## config.mk

```make
export PLATFORM = sky130hd
export DESIGN_NAME = one_wire_bus_master_core
export DESIGN_NICKNAME = d
export VERILOG_FILES = /design/src/rtl/owmc_pkg.sv /design/src/rtl/owmc_regs.sv /design/src/rtl/owmc_front.sv /design/src/rtl/owmc_seq.sv /design/src/rtl/one_wire_bus_master_core.sv
export SDC_FILE = /design/constraint.sdc
export NUM_CORES = 1
export LEC_CHECK = 0
export CORE_UTILIZATION = 64
export DETAILED_ROUTE_END_ITERATION = 8
export DONT_BUFFER_PORTS = 1
export PLACE_DENSITY_LB_ADDON = 0.05
export SLEW_MARGIN = 0
export SYNTH_ARGS = -nofsm -noshare
export SYNTH_HDL_FRONTEND = slang
export SYNTH_HIERARCHICAL = 1
export SYNTH_SLANG_ARGS = --single-unit
```

## constraint.sdc

```tcl
create_clock -name aclk -period 4.8 [get_ports aclk]
set_input_delay 0.24 -clock aclk [delete_from_list [all_inputs] [get_ports aclk]]
set_output_delay 0.24 -clock aclk [all_outputs]
set_load 0.02 [all_outputs]
```

## src/rtl/owmc_pkg.sv

```systemverilog
// Shared types, constants and helpers for the one-wire bus master core.
// No dependencies; every other file imports this package.
package owmc_pkg;

    // Width of the slot timing counter (legal range 9 to 16).
    localparam int CNT_W = 12;
    localparam int REG_W = 12;
    localparam int WIDE_W = (CNT_W > REG_W) ? CNT_W : REG_W;
    localparam logic [CNT_W-1:0] CNT_MAX = '1;

    localparam int NUM_REGS = 8;
    localparam int IDX_W = 3;
    localparam int ADDR_W = IDX_W + 2;
    localparam int DATA_W = 32;

    // Register indexes.
    localparam logic [IDX_W-1:0] REG_RESET_LOW     = 3'd0;
    localparam logic [IDX_W-1:0] REG_PRESENCE_WAIT = 3'd1;
    localparam logic [IDX_W-1:0] REG_PRESENCE_TAIL = 3'd2;
    localparam logic [IDX_W-1:0] REG_WRITE_LOW     = 3'd3;
    localparam logic [IDX_W-1:0] REG_WRITE_HOLD    = 3'd4;
    localparam logic [IDX_W-1:0] REG_READ_LOW      = 3'd5;
    localparam logic [IDX_W-1:0] REG_READ_SAMPLE   = 3'd6;
    localparam logic [IDX_W-1:0] REG_READ_TAIL     = 3'd7;

    // Command function codes.
    localparam logic [1:0] FUNC_RESET = 2'd0;
    localparam logic [1:0] FUNC_WRITE = 2'd1;
    localparam logic [1:0] FUNC_READ  = 2'd2;

    // Command queue between front and sequencer; depth must be a power of two.
    localparam int QUEUE_DEPTH = 2;
    localparam int QPTR_W = $clog2(QUEUE_DEPTH);
    localparam int QCNT_W = $clog2(QUEUE_DEPTH + 1);

    typedef logic [NUM_REGS-1:0][REG_W-1:0] cfg_t;

    localparam cfg_t CFG_RESET = {
        12'd38, 12'd15, 12'd2, 12'd60, 12'd3, 12'd420, 12'd60, 12'd480
    };

    typedef struct packed {
        logic       cmd_valid;
        logic [1:0] func;
        logic [7:0] cmd_byte;
        logic       line_level;
    } in_t;

    typedef struct packed {
        logic       drive_low;
        logic       busy_res;
        logic       done_res;
        logic [7:0] read_byte;
        logic       presence;
    } out_t;

    // A tick after classification: at most one of the start flags is set.
    typedef struct packed {
        logic       start_reset;
        logic       start_write;
        logic       start_read;
        logic [7:0] data;
        logic       level;
    } cmd_t;

    typedef enum logic [8:0] {
        PH_IDLE     = 9'b000000001,
        PH_RST_LOW  = 9'b000000010,
        PH_RST_WAIT = 9'b000000100,
        PH_RST_TAIL = 9'b000001000,
        PH_WR_LOW   = 9'b000010000,
        PH_WR_HOLD  = 9'b000100000,
        PH_RD_LOW   = 9'b001000000,
        PH_RD_WAIT  = 9'b010000000,
        PH_RD_TAIL  = 9'b100000000
    } phase_t;

    // Saturates a register value to the counter range.
    function automatic logic [CNT_W-1:0] clip_len(input logic [REG_W-1:0] r);
        logic [WIDE_W-1:0] w;
        w = WIDE_W'(r);
        if (w > WIDE_W'(CNT_MAX)) begin
            w = WIDE_W'(CNT_MAX);
        end
        return CNT_W'(w);
    endfunction

endpackage

```

## src/rtl/owmc_regs.sv

```systemverilog
// Timing register bank behind an APB-style port.
// Depends on owmc_pkg.
module owmc_regs (
    input  logic                         aclk,
    input  logic                         aresetn,
    input  logic                         psel,
    input  logic                         penable,
    input  logic                         pwrite,
    input  logic [owmc_pkg::ADDR_W-1:0]  paddr,
    input  logic [owmc_pkg::DATA_W-1:0]  pwdata,
    output logic [owmc_pkg::DATA_W-1:0]  prdata,
    output logic                         pready,
    output owmc_pkg::cfg_t               cfg
);
    import owmc_pkg::*;

    cfg_t             regs_reg;
    cfg_t             regs_next;
    logic [IDX_W-1:0] idx;

    assign idx    = paddr[ADDR_W-1:2];
    assign pready = 1'b1;
    assign prdata = DATA_W'(regs_reg[idx]);
    assign cfg    = regs_reg;

    always_comb begin
        regs_next = regs_reg;
        if (psel && penable && pwrite && pready) begin
            regs_next[idx] = pwdata[REG_W-1:0];
        end
    end

    always_ff @(posedge aclk) begin
        if (!aresetn) begin
            regs_reg <= CFG_RESET;
        end else begin
            regs_reg <= regs_next;
        end
    end

endmodule

```

## src/rtl/owmc_front.sv

```systemverilog
// Input side: takes tick beats, classifies the command they carry and
// queues them for the sequencer. Depends on owmc_pkg.
module owmc_front (
    input  logic                aclk,
    input  logic                aresetn,
    input  logic                s_valid,
    output logic                s_ready,
    input  owmc_pkg::in_t       s_data,
    output logic                q_valid,
    output owmc_pkg::cmd_t      q_item,
    input  logic                q_pop
);
    import owmc_pkg::*;

    cmd_t              mem_reg [QUEUE_DEPTH];
    logic [QPTR_W-1:0] wr_ptr_reg;
    logic [QPTR_W-1:0] wr_ptr_next;
    logic [QPTR_W-1:0] rd_ptr_reg;
    logic [QPTR_W-1:0] rd_ptr_next;
    logic [QCNT_W-1:0] count_reg;
    logic [QCNT_W-1:0] count_next;
    cmd_t              item;
    logic              push;
    logic              pop;

    // Function code 3 means nothing and is dropped here.
    always_comb begin
        item             = '0;
        item.data        = s_data.cmd_byte;
        item.level       = s_data.line_level;
        item.start_reset = s_data.cmd_valid && (s_data.func == FUNC_RESET);
        item.start_write = s_data.cmd_valid && (s_data.func == FUNC_WRITE);
        item.start_read  = s_data.cmd_valid && (s_data.func == FUNC_READ);
    end

    assign s_ready = (count_reg != QCNT_W'(QUEUE_DEPTH));
    assign q_valid = (count_reg != '0);
    assign q_item  = mem_reg[rd_ptr_reg];
    assign push    = s_valid && s_ready;
    assign pop     = q_pop && q_valid;

    always_comb begin
        wr_ptr_next = wr_ptr_reg;
        rd_ptr_next = rd_ptr_reg;
        count_next  = count_reg;
        if (push) begin
            wr_ptr_next = wr_ptr_reg + 1'b1;
        end
        if (pop) begin
            rd_ptr_next = rd_ptr_reg + 1'b1;
        end
        if (push && !pop) begin
            count_next = count_reg + 1'b1;
        end else if (pop && !push) begin
            count_next = count_reg - 1'b1;
        end
    end

    always_ff @(posedge aclk) begin
        if (push) begin
            mem_reg[wr_ptr_reg] <= item;
        end
    end

    always_ff @(posedge aclk) begin
        if (!aresetn) begin
            wr_ptr_reg <= '0;
            rd_ptr_reg <= '0;
            count_reg  <= '0;
        end else begin
            wr_ptr_reg <= wr_ptr_next;
            rd_ptr_reg <= rd_ptr_next;
            count_reg  <= count_next;
        end
    end

    assert property (@(posedge aclk) disable iff (!aresetn)
        count_reg <= QCNT_W'(QUEUE_DEPTH))
        else $error("command queue count beyond its depth");

    assert property (@(posedge aclk) disable iff (!aresetn)
        (count_reg == '0) |-> (wr_ptr_reg == rd_ptr_reg))
        else $error("empty queue with pointers apart");

    assert property (@(posedge aclk) disable iff (!aresetn)
        (push && !pop) |=> (count_reg == $past(count_reg) + 1'b1))
        else $error("queue count missed a write");

endmodule

```

## src/rtl/owmc_seq.sv

```systemverilog
// Slot sequencer: steps the bus phase machine once per queued tick and
// holds each result in an output register. Depends on owmc_pkg.
module owmc_seq (
    input  logic                aclk,
    input  logic                aresetn,
    input  owmc_pkg::cfg_t      cfg,
    input  logic                q_valid,
    input  owmc_pkg::cmd_t      q_item,
    output logic                q_pop,
    output logic                m_valid,
    input  logic                m_ready,
    output owmc_pkg::out_t      m_data
);
    import owmc_pkg::*;

    phase_t           phase_reg;
    phase_t           phase_next;
    logic [CNT_W-1:0] tick_count_reg;
    logic [CNT_W-1:0] tick_count_next;
    logic [2:0]       bit_index_reg;
    logic [2:0]       bit_index_next;
    logic [7:0]       shift_byte_reg;
    logic [7:0]       shift_byte_next;
    logic             presence_reg;
    logic             presence_next;
    logic [7:0]       result_byte_reg;
    logic [7:0]       result_byte_next;
    logic             out_valid_reg;
    logic             out_valid_next;
    out_t             out_reg;
    out_t             out_next;

    logic [CNT_W-1:0] cur_len;
    logic [CNT_W:0]   tick_inc;
    logic             phase_end;
    logic             done;
    logic             last_bit;
    logic [7:0]       sampled;

    assign q_pop    = q_valid && (!out_valid_reg || m_ready);
    assign m_valid  = out_valid_reg;
    assign m_data   = out_reg;
    assign last_bit = (bit_index_reg == 3'd7);
    assign sampled  = {q_item.level, shift_byte_reg[7:1]};

    always_comb begin
        case (phase_reg)
            PH_RST_LOW:  cur_len = clip_len(cfg[REG_RESET_LOW]);
            PH_RST_WAIT: cur_len = clip_len(cfg[REG_PRESENCE_WAIT]);
            PH_RST_TAIL: cur_len = clip_len(cfg[REG_PRESENCE_TAIL]);
            PH_WR_LOW:   cur_len = clip_len(cfg[REG_WRITE_LOW]);
            PH_WR_HOLD:  cur_len = clip_len(cfg[REG_WRITE_HOLD]);
            PH_RD_LOW:   cur_len = clip_len(cfg[REG_READ_LOW]);
            PH_RD_WAIT:  cur_len = clip_len(cfg[REG_READ_SAMPLE]);
            PH_RD_TAIL:  cur_len = clip_len(cfg[REG_READ_TAIL]);
            default:     cur_len = CNT_W'(1);
        endcase
    end

    // A length of zero ends the phase after one tick, as a length of one does.
    assign tick_inc  = (CNT_W+1)'(tick_count_reg) + (CNT_W+1)'(1);
    assign phase_end = (tick_inc >= {1'b0, cur_len});

    always_comb begin
        phase_next       = phase_reg;
        tick_count_next  = tick_count_reg;
        bit_index_next   = bit_index_reg;
        shift_byte_next  = shift_byte_reg;
        presence_next    = presence_reg;
        result_byte_next = result_byte_reg;
        done             = 1'b0;

        if (phase_reg == PH_IDLE) begin
            if (q_item.start_reset) begin
                phase_next      = PH_RST_LOW;
                bit_index_next  = '0;
                tick_count_next = '0;
            end else if (q_item.start_write) begin
                phase_next      = PH_WR_LOW;
                shift_byte_next = q_item.data;
                bit_index_next  = '0;
                tick_count_next = '0;
            end else if (q_item.start_read) begin
                phase_next      = PH_RD_LOW;
                shift_byte_next = '0;
                bit_index_next  = '0;
                tick_count_next = '0;
            end
        end else if (!phase_end) begin
            tick_count_next = tick_inc[CNT_W-1:0];
        end else begin
            tick_count_next = '0;
            case (phase_reg)
                PH_RST_LOW: begin
                    phase_next = PH_RST_WAIT;
                end
                PH_RST_WAIT: begin
                    presence_next = !q_item.level;
                    // The tail is only waited out when a device answered.
                    if (!q_item.level && (clip_len(cfg[REG_PRESENCE_TAIL]) != '0)) begin
                        phase_next = PH_RST_TAIL;
                    end else begin
                        phase_next = PH_IDLE;
                        done       = 1'b1;
                    end
                end
                PH_WR_LOW: begin
                    phase_next = PH_WR_HOLD;
                end
                PH_WR_HOLD: begin
                    shift_byte_next = {1'b0, shift_byte_reg[7:1]};
                    bit_index_next  = bit_index_reg + 1'b1;
                    phase_next      = last_bit ? PH_IDLE : PH_WR_LOW;
                    done            = last_bit;
                end
                PH_RD_LOW: begin
                    phase_next = PH_RD_WAIT;
                end
                PH_RD_WAIT: begin
                    shift_byte_next = sampled;
                    if (clip_len(cfg[REG_READ_TAIL]) != '0) begin
                        phase_next = PH_RD_TAIL;
                    end else begin
                        bit_index_next = bit_index_reg + 1'b1;
                        phase_next     = last_bit ? PH_IDLE : PH_RD_LOW;
                        done           = last_bit;
                        if (last_bit) begin
                            result_byte_next = sampled;
                        end
                    end
                end
                PH_RD_TAIL: begin
                    bit_index_next = bit_index_reg + 1'b1;
                    phase_next     = last_bit ? PH_IDLE : PH_RD_LOW;
                    done           = last_bit;
                    if (last_bit) begin
                        result_byte_next = shift_byte_reg;
                    end
                end
                default: begin
                    phase_next = PH_IDLE;
                    done       = 1'b1;
                end
            endcase
        end
    end

    always_comb begin
        out_next = out_reg;
        if (q_pop) begin
            case (phase_next)
                PH_RST_LOW, PH_WR_LOW, PH_RD_LOW: out_next.drive_low = 1'b1;
                PH_WR_HOLD: out_next.drive_low = !shift_byte_next[0];
                default:    out_next.drive_low = 1'b0;
            endcase
            out_next.busy_res  = (phase_next != PH_IDLE);
            out_next.done_res  = done;
            out_next.read_byte = result_byte_next;
            out_next.presence  = presence_next;
        end
    end

    always_comb begin
        out_valid_next = out_valid_reg;
        if (q_pop) begin
            out_valid_next = 1'b1;
        end else if (m_ready) begin
            out_valid_next = 1'b0;
        end
    end

    always_ff @(posedge aclk) begin
        out_reg <= out_next;
    end

    always_ff @(posedge aclk) begin
        if (!aresetn) begin
            phase_reg       <= PH_IDLE;
            tick_count_reg  <= '0;
            bit_index_reg   <= '0;
            shift_byte_reg  <= '0;
            presence_reg    <= 1'b0;
            result_byte_reg <= '0;
            out_valid_reg   <= 1'b0;
        end else begin
            out_valid_reg <= out_valid_next;
            if (q_pop) begin
                phase_reg       <= phase_next;
                tick_count_reg  <= tick_count_next;
                bit_index_reg   <= bit_index_next;
                shift_byte_reg  <= shift_byte_next;
                presence_reg    <= presence_next;
                result_byte_reg <= result_byte_next;
            end
        end
    end

    assert property (@(posedge aclk) disable iff (!aresetn)
        (out_valid_reg && out_reg.done_res) |-> (!out_reg.busy_res && !out_reg.drive_low))
        else $error("done beat shows the bus still in use");

    assert property (@(posedge aclk) disable iff (!aresetn)
        !q_pop |=> $stable(phase_reg) && $stable(tick_count_reg))
        else $error("sequencer moved without a tick");

    assert property (@(posedge aclk) disable iff (!aresetn)
        (phase_reg == PH_IDLE) |-> (tick_count_reg == '0))
        else $error("tick counter left running in idle");

    assert property (@(posedge aclk) disable iff (!aresetn)
        (phase_reg != PH_IDLE && cur_len != '0) |-> (tick_count_reg < cur_len))
        else $error("tick counter past the phase length");

endmodule

```

## src/rtl/one_wire_bus_master_core.sv

```systemverilog
// One-wire bus master: takes one tick beat per clock and returns one result
// beat per tick while the result side is ready. That sustained rate of one
// beat per clock is held by the sequencer, which does a whole tick step
// combinationally; each beat passes through the two-entry command queue and
// then the output register, where it waits while the result side is not ready.
// Timing registers must be written over the APB port between commands; the
// block itself does not enforce this. Depends on owmc_pkg, owmc_regs,
// owmc_front and owmc_seq.
module one_wire_bus_master_core (
    input  logic                         aclk,
    input  logic                         aresetn,
    input  logic                         psel,
    input  logic                         penable,
    input  logic                         pwrite,
    input  logic [owmc_pkg::ADDR_W-1:0]  paddr,
    input  logic [owmc_pkg::DATA_W-1:0]  pwdata,
    output logic [owmc_pkg::DATA_W-1:0]  prdata,
    output logic                         pready,
    input  logic                         s_valid,
    output logic                         s_ready,
    input  owmc_pkg::in_t                s_data,
    output logic                         m_valid,
    input  logic                         m_ready,
    output owmc_pkg::out_t               m_data
);
    import owmc_pkg::*;

    cfg_t cfg;
    logic q_valid;
    cmd_t q_item;
    logic q_pop;

    owmc_regs u_regs (
        .aclk    (aclk),
        .aresetn (aresetn),
        .psel    (psel),
        .penable (penable),
        .pwrite  (pwrite),
        .paddr   (paddr),
        .pwdata  (pwdata),
        .prdata  (prdata),
        .pready  (pready),
        .cfg     (cfg)
    );

    owmc_front u_front (
        .aclk    (aclk),
        .aresetn (aresetn),
        .s_valid (s_valid),
        .s_ready (s_ready),
        .s_data  (s_data),
        .q_valid (q_valid),
        .q_item  (q_item),
        .q_pop   (q_pop)
    );

    owmc_seq u_seq (
        .aclk    (aclk),
        .aresetn (aresetn),
        .cfg     (cfg),
        .q_valid (q_valid),
        .q_item  (q_item),
        .q_pop   (q_pop),
        .m_valid (m_valid),
        .m_ready (m_ready),
        .m_data  (m_data)
    );

endmodule

```

==> metrics.cfg <==
[worst_hold_path]
hold_depth=2
worst_hold_path.endpoint=u_front/count_reg[0]
min_path_type=in -> reg
min_from=aresetn

[critical_path]
reg2reg_slack_ns=0.25
rr_endpoint=u_seq/m_data[11]
path_class=reg -> reg
r2r_start=u_seq/phase_reg[1]
crit_path_max_fanout=16
critical_path.max_stage_delay_ns=0.92
worstPathRequired_ns=4.96
r2r_cells=14
path_cells=nor3_4, and4b_1, nor2_1, nand2_1, o21ai_0, ha_1, nand3_1, nor3_1, o31ai_4, a31oi_4, mux2i_1, nor3_2, o311ai_1, a211oi_1
worstSetupEndpointType=flop
critical-path-slowest-cell=and4b_1
cp.arrival_ns=4.71
critPathLaunchType=flop

[synth]
dominantRegCellSynth=dfxtp_1
synth.largest_area_cell=dfxtp_1
ys_warn_count=6
ys_ff_latch=179
syn_area_um2=9640
synth_top_area_frac=0.297
seq_area_frac_synth=0.409
async_reset_ff_frac=0
syn_avg_cell_area_um2=10.0
synth_cells=964
synth_area_leaders=dfxtp_1, edfxtp_1, mux2i_1
synth_edf_count=36
yosys.cell_types.count=87

[route]
wl_met3_mm=2.67
wl_per_cell_um=22.8
drtIter0Drc=1068
remaining_drc_errors=0
first_pass_iters=7
vias=7888
via_per_inst=6.87
highest_layer=met4
route.met2.wl_mm=12.6
wirelength_mm=26.2
wl_met1_mm=10.3
postRouteAntennaNets=0

[run]
drv_cap=0

[clocking]
clock-sinks=179
clock_path_buffers=2
cts_tree=done
cts_root_buffer=clkbuf_16
post_cts_buffers=0
numCtsBuffers=17
htree_levels=4
clkSlewWorstSetupHoldPaths_ns=0.07
insertion_delay_ns=0.43

[final_layout]
largest_reg_flops=96
multi_input_area_um2=5220
drive_gt1_frac=0.120
syn_to_final_growth_pct=7.54
nFillCells=1066
antenna_cells=0
stdcell_area_um2=10400
finalNetCount=1024
ff_latch_area_um2=3940

[place]
io_buffer_count=0
dpl_cell_area_um2=9580
hpwl_mm=17.2
globalplace.congestion=0.889

[sta]
setup_viol=0
rsz0062_at_grt=false
worst_clock_skew_ns=0.0115
finalCritPeriodShare=0.948
slew_headroom=0.261
finalCriticalPeriod_ns=4.55
final_max_slew_viol_count=0
fmax_mhz=220
hold_viol_final=0
fin_setup_tns_ns=0
worstMarginPinSlew_ns=1.11

[power_and_ir_drop]
power_density_nw_per_um2=454
vdd_ir_drop_max_uv=281
power.leakage_nw=3.91

[floorplan]
io_pins=103
dieArea_um2=15600
start_util=0.661
core-area_um2=14600
fp.dieW_um=125
die_h_um=125
num_rows=44

[global_routing]
antenna_found_initial=0
grt_pass1_vias=7631
grt.total_usage=0.337
grt_max_degree=97
grt_pass1_wl_mm=40.6
grt-ovfl-total=0

[status]
status=complete, no violations

-- report_power, final --
group / internal (mW) / switching [mW] / total, mW
clock: 0.835 / 0.592 / 1.43
combinational: 0.484 / 0.868 / 1.35
sequential: 1.74 / 0.195 / 1.93
-- how the worst max path moves through the flow --
stage | startpoint | slack [ns] | to | cells past startpoint
after floorplan | u_seq/phase_reg[7] | 1.00 | u_seq/m_data[11] | 15
after global placement | u_seq/phase_reg[6] | 0.48 | u_seq/m_data[11] | 14
after detailed placement | u_seq/phase_reg[0] | 0.41 | u_seq/m_data[11] | 14
after CTS | u_seq/phase_reg[6] | 0.40 | u_seq/m_data[11] | 14
after global routing | u_seq/phase_reg[0] | 0.008 | u_seq/m_data[11] | 15
final | u_seq/phase_reg[1] | 0.25 | u_seq/m_data[11] | 14
-- worst max-delay path, delay by kind of cell, from the launching register on --
| family | cells | cell delay, ns |
|---|---|---|
| AND/OR/NAND/NOR | 7 | 2.15 |
| AO/OA/AOI/OAI | 5 | 1.11 |
| flip-flops | 1 | 0.39 |
| adder cells (fa/ha/maj) | 1 | 0.33 |
| multiplexers | 1 | 0.31 |
-- cells by family after synthesis --
logic type / after synthesis / synth area share
multiplexers: 131 / 0.171
adder cells (fa/ha/maj): 16 / 0.0208
AO/OA/AOI/OAI: 203 / 0.154
XOR/XNOR: 13 / 0.0118
flip-flops: 179 / 0.409
AND/OR/NAND/NOR: 317 / 0.175
other: 2 / 0.000779
buffers and inverters: 103 / 0.0578
-- cell usage after synthesis (12+ instances only) --
| cell | count |
|---|---|
| nand3_1 | 18 |
| a21oi_1 | 36 |
| nand2_1 | 122 |
| o211ai_1 | 13 |
| clkbuf_1 | 33 |
| a222oi_1 | 23 |
| mux2i_1 | 86 |
| mux4_2 | 14 |
| nor2_1 | 54 |
| edfxtp_1 | 36 |
| mux2_2 | 23 |
| nand2b_1 | 13 |
| a22oi_1 | 20 |
| buf_2 | 12 |
| ha_1 | 16 |
| and3_1 | 20 |
| o21ai_0 | 41 |
| dfxtp_1 | 143 |
| inv_1 | 21 |
| buf_4 | 23 |
-- layer usage --
| metal | vias up | global-route usage |
|---|---|---|
| met5 | - | 0 |
| met4 | 0 | 0.132 |
| met3 | 70 | 0.0842 |
| met2 | 445 | 0.547 |
| met1 | 3825 | 0.429 |
| li1 | 3548 | - |
-- placed cells by master, fill, tap and decap left out, types with 7 or more instances in the layout --
cell type	count
a211oi_1	10
a21oi_1	36
a222oi_1	23
a22o_1	7
a22oi_1	20
a31oi_1	7
and2_1	7
and3_1	20
buf_4	13
clkbuf_16	19
conb_1	21
dfxtp_1	143
dlygate4sd3_1	16
edfxtp_1	36
ha_1	16
inv_1	21
mux2_2	23
mux2i_1	86
mux4_1	8
mux4_2	14
nand2_1	122
nand2b_1	13
nand3_1	18
nand3b_1	9
nor2_1	54
nor2b_1	8
nor3_1	11
nor4_1	11
o211ai_1	13
o21ai_0	41
o311ai_1	7
xor2_1	10
-- through the flow --
stage          utilization  total power, mW  std cells  setup WS (ns)  hold slack (ns)
3_3_place_gp         0.656             3.19       1100          0.477            0.324
4_1_cts              0.711             4.69       1148          0.404          0.00381
3_5_place_dp         0.656             3.25       1100          0.415            0.332
5_1_grt              0.711             4.91       1148        0.00813           0.0154
2_1_floorplan            -             2.95        983           1.00            0.339
6_report             0.711             4.71       1148          0.247           0.0226
-- layout make-up --
class | count | share of cell area
inverters | 23 | 0.00833
clock inverters | 9 | 0.0113
repair buffers | 30 | 0.0275
multi-input cells | 701 | 0.503
flip-flops and latches | 179 | 0.380
clock buffers | 22 | 0.0469
well taps | 184 | 0.0222
-- repair_timing --
action | 4_1_cts | 5_1_grt
resized for setup | 0 | 0
hold buffers | 17 | 0
endpoints found under the setup margin | 0 | 0
endpoints found under the hold margin | 116 | 0
(Power assumes the default switching activity.)
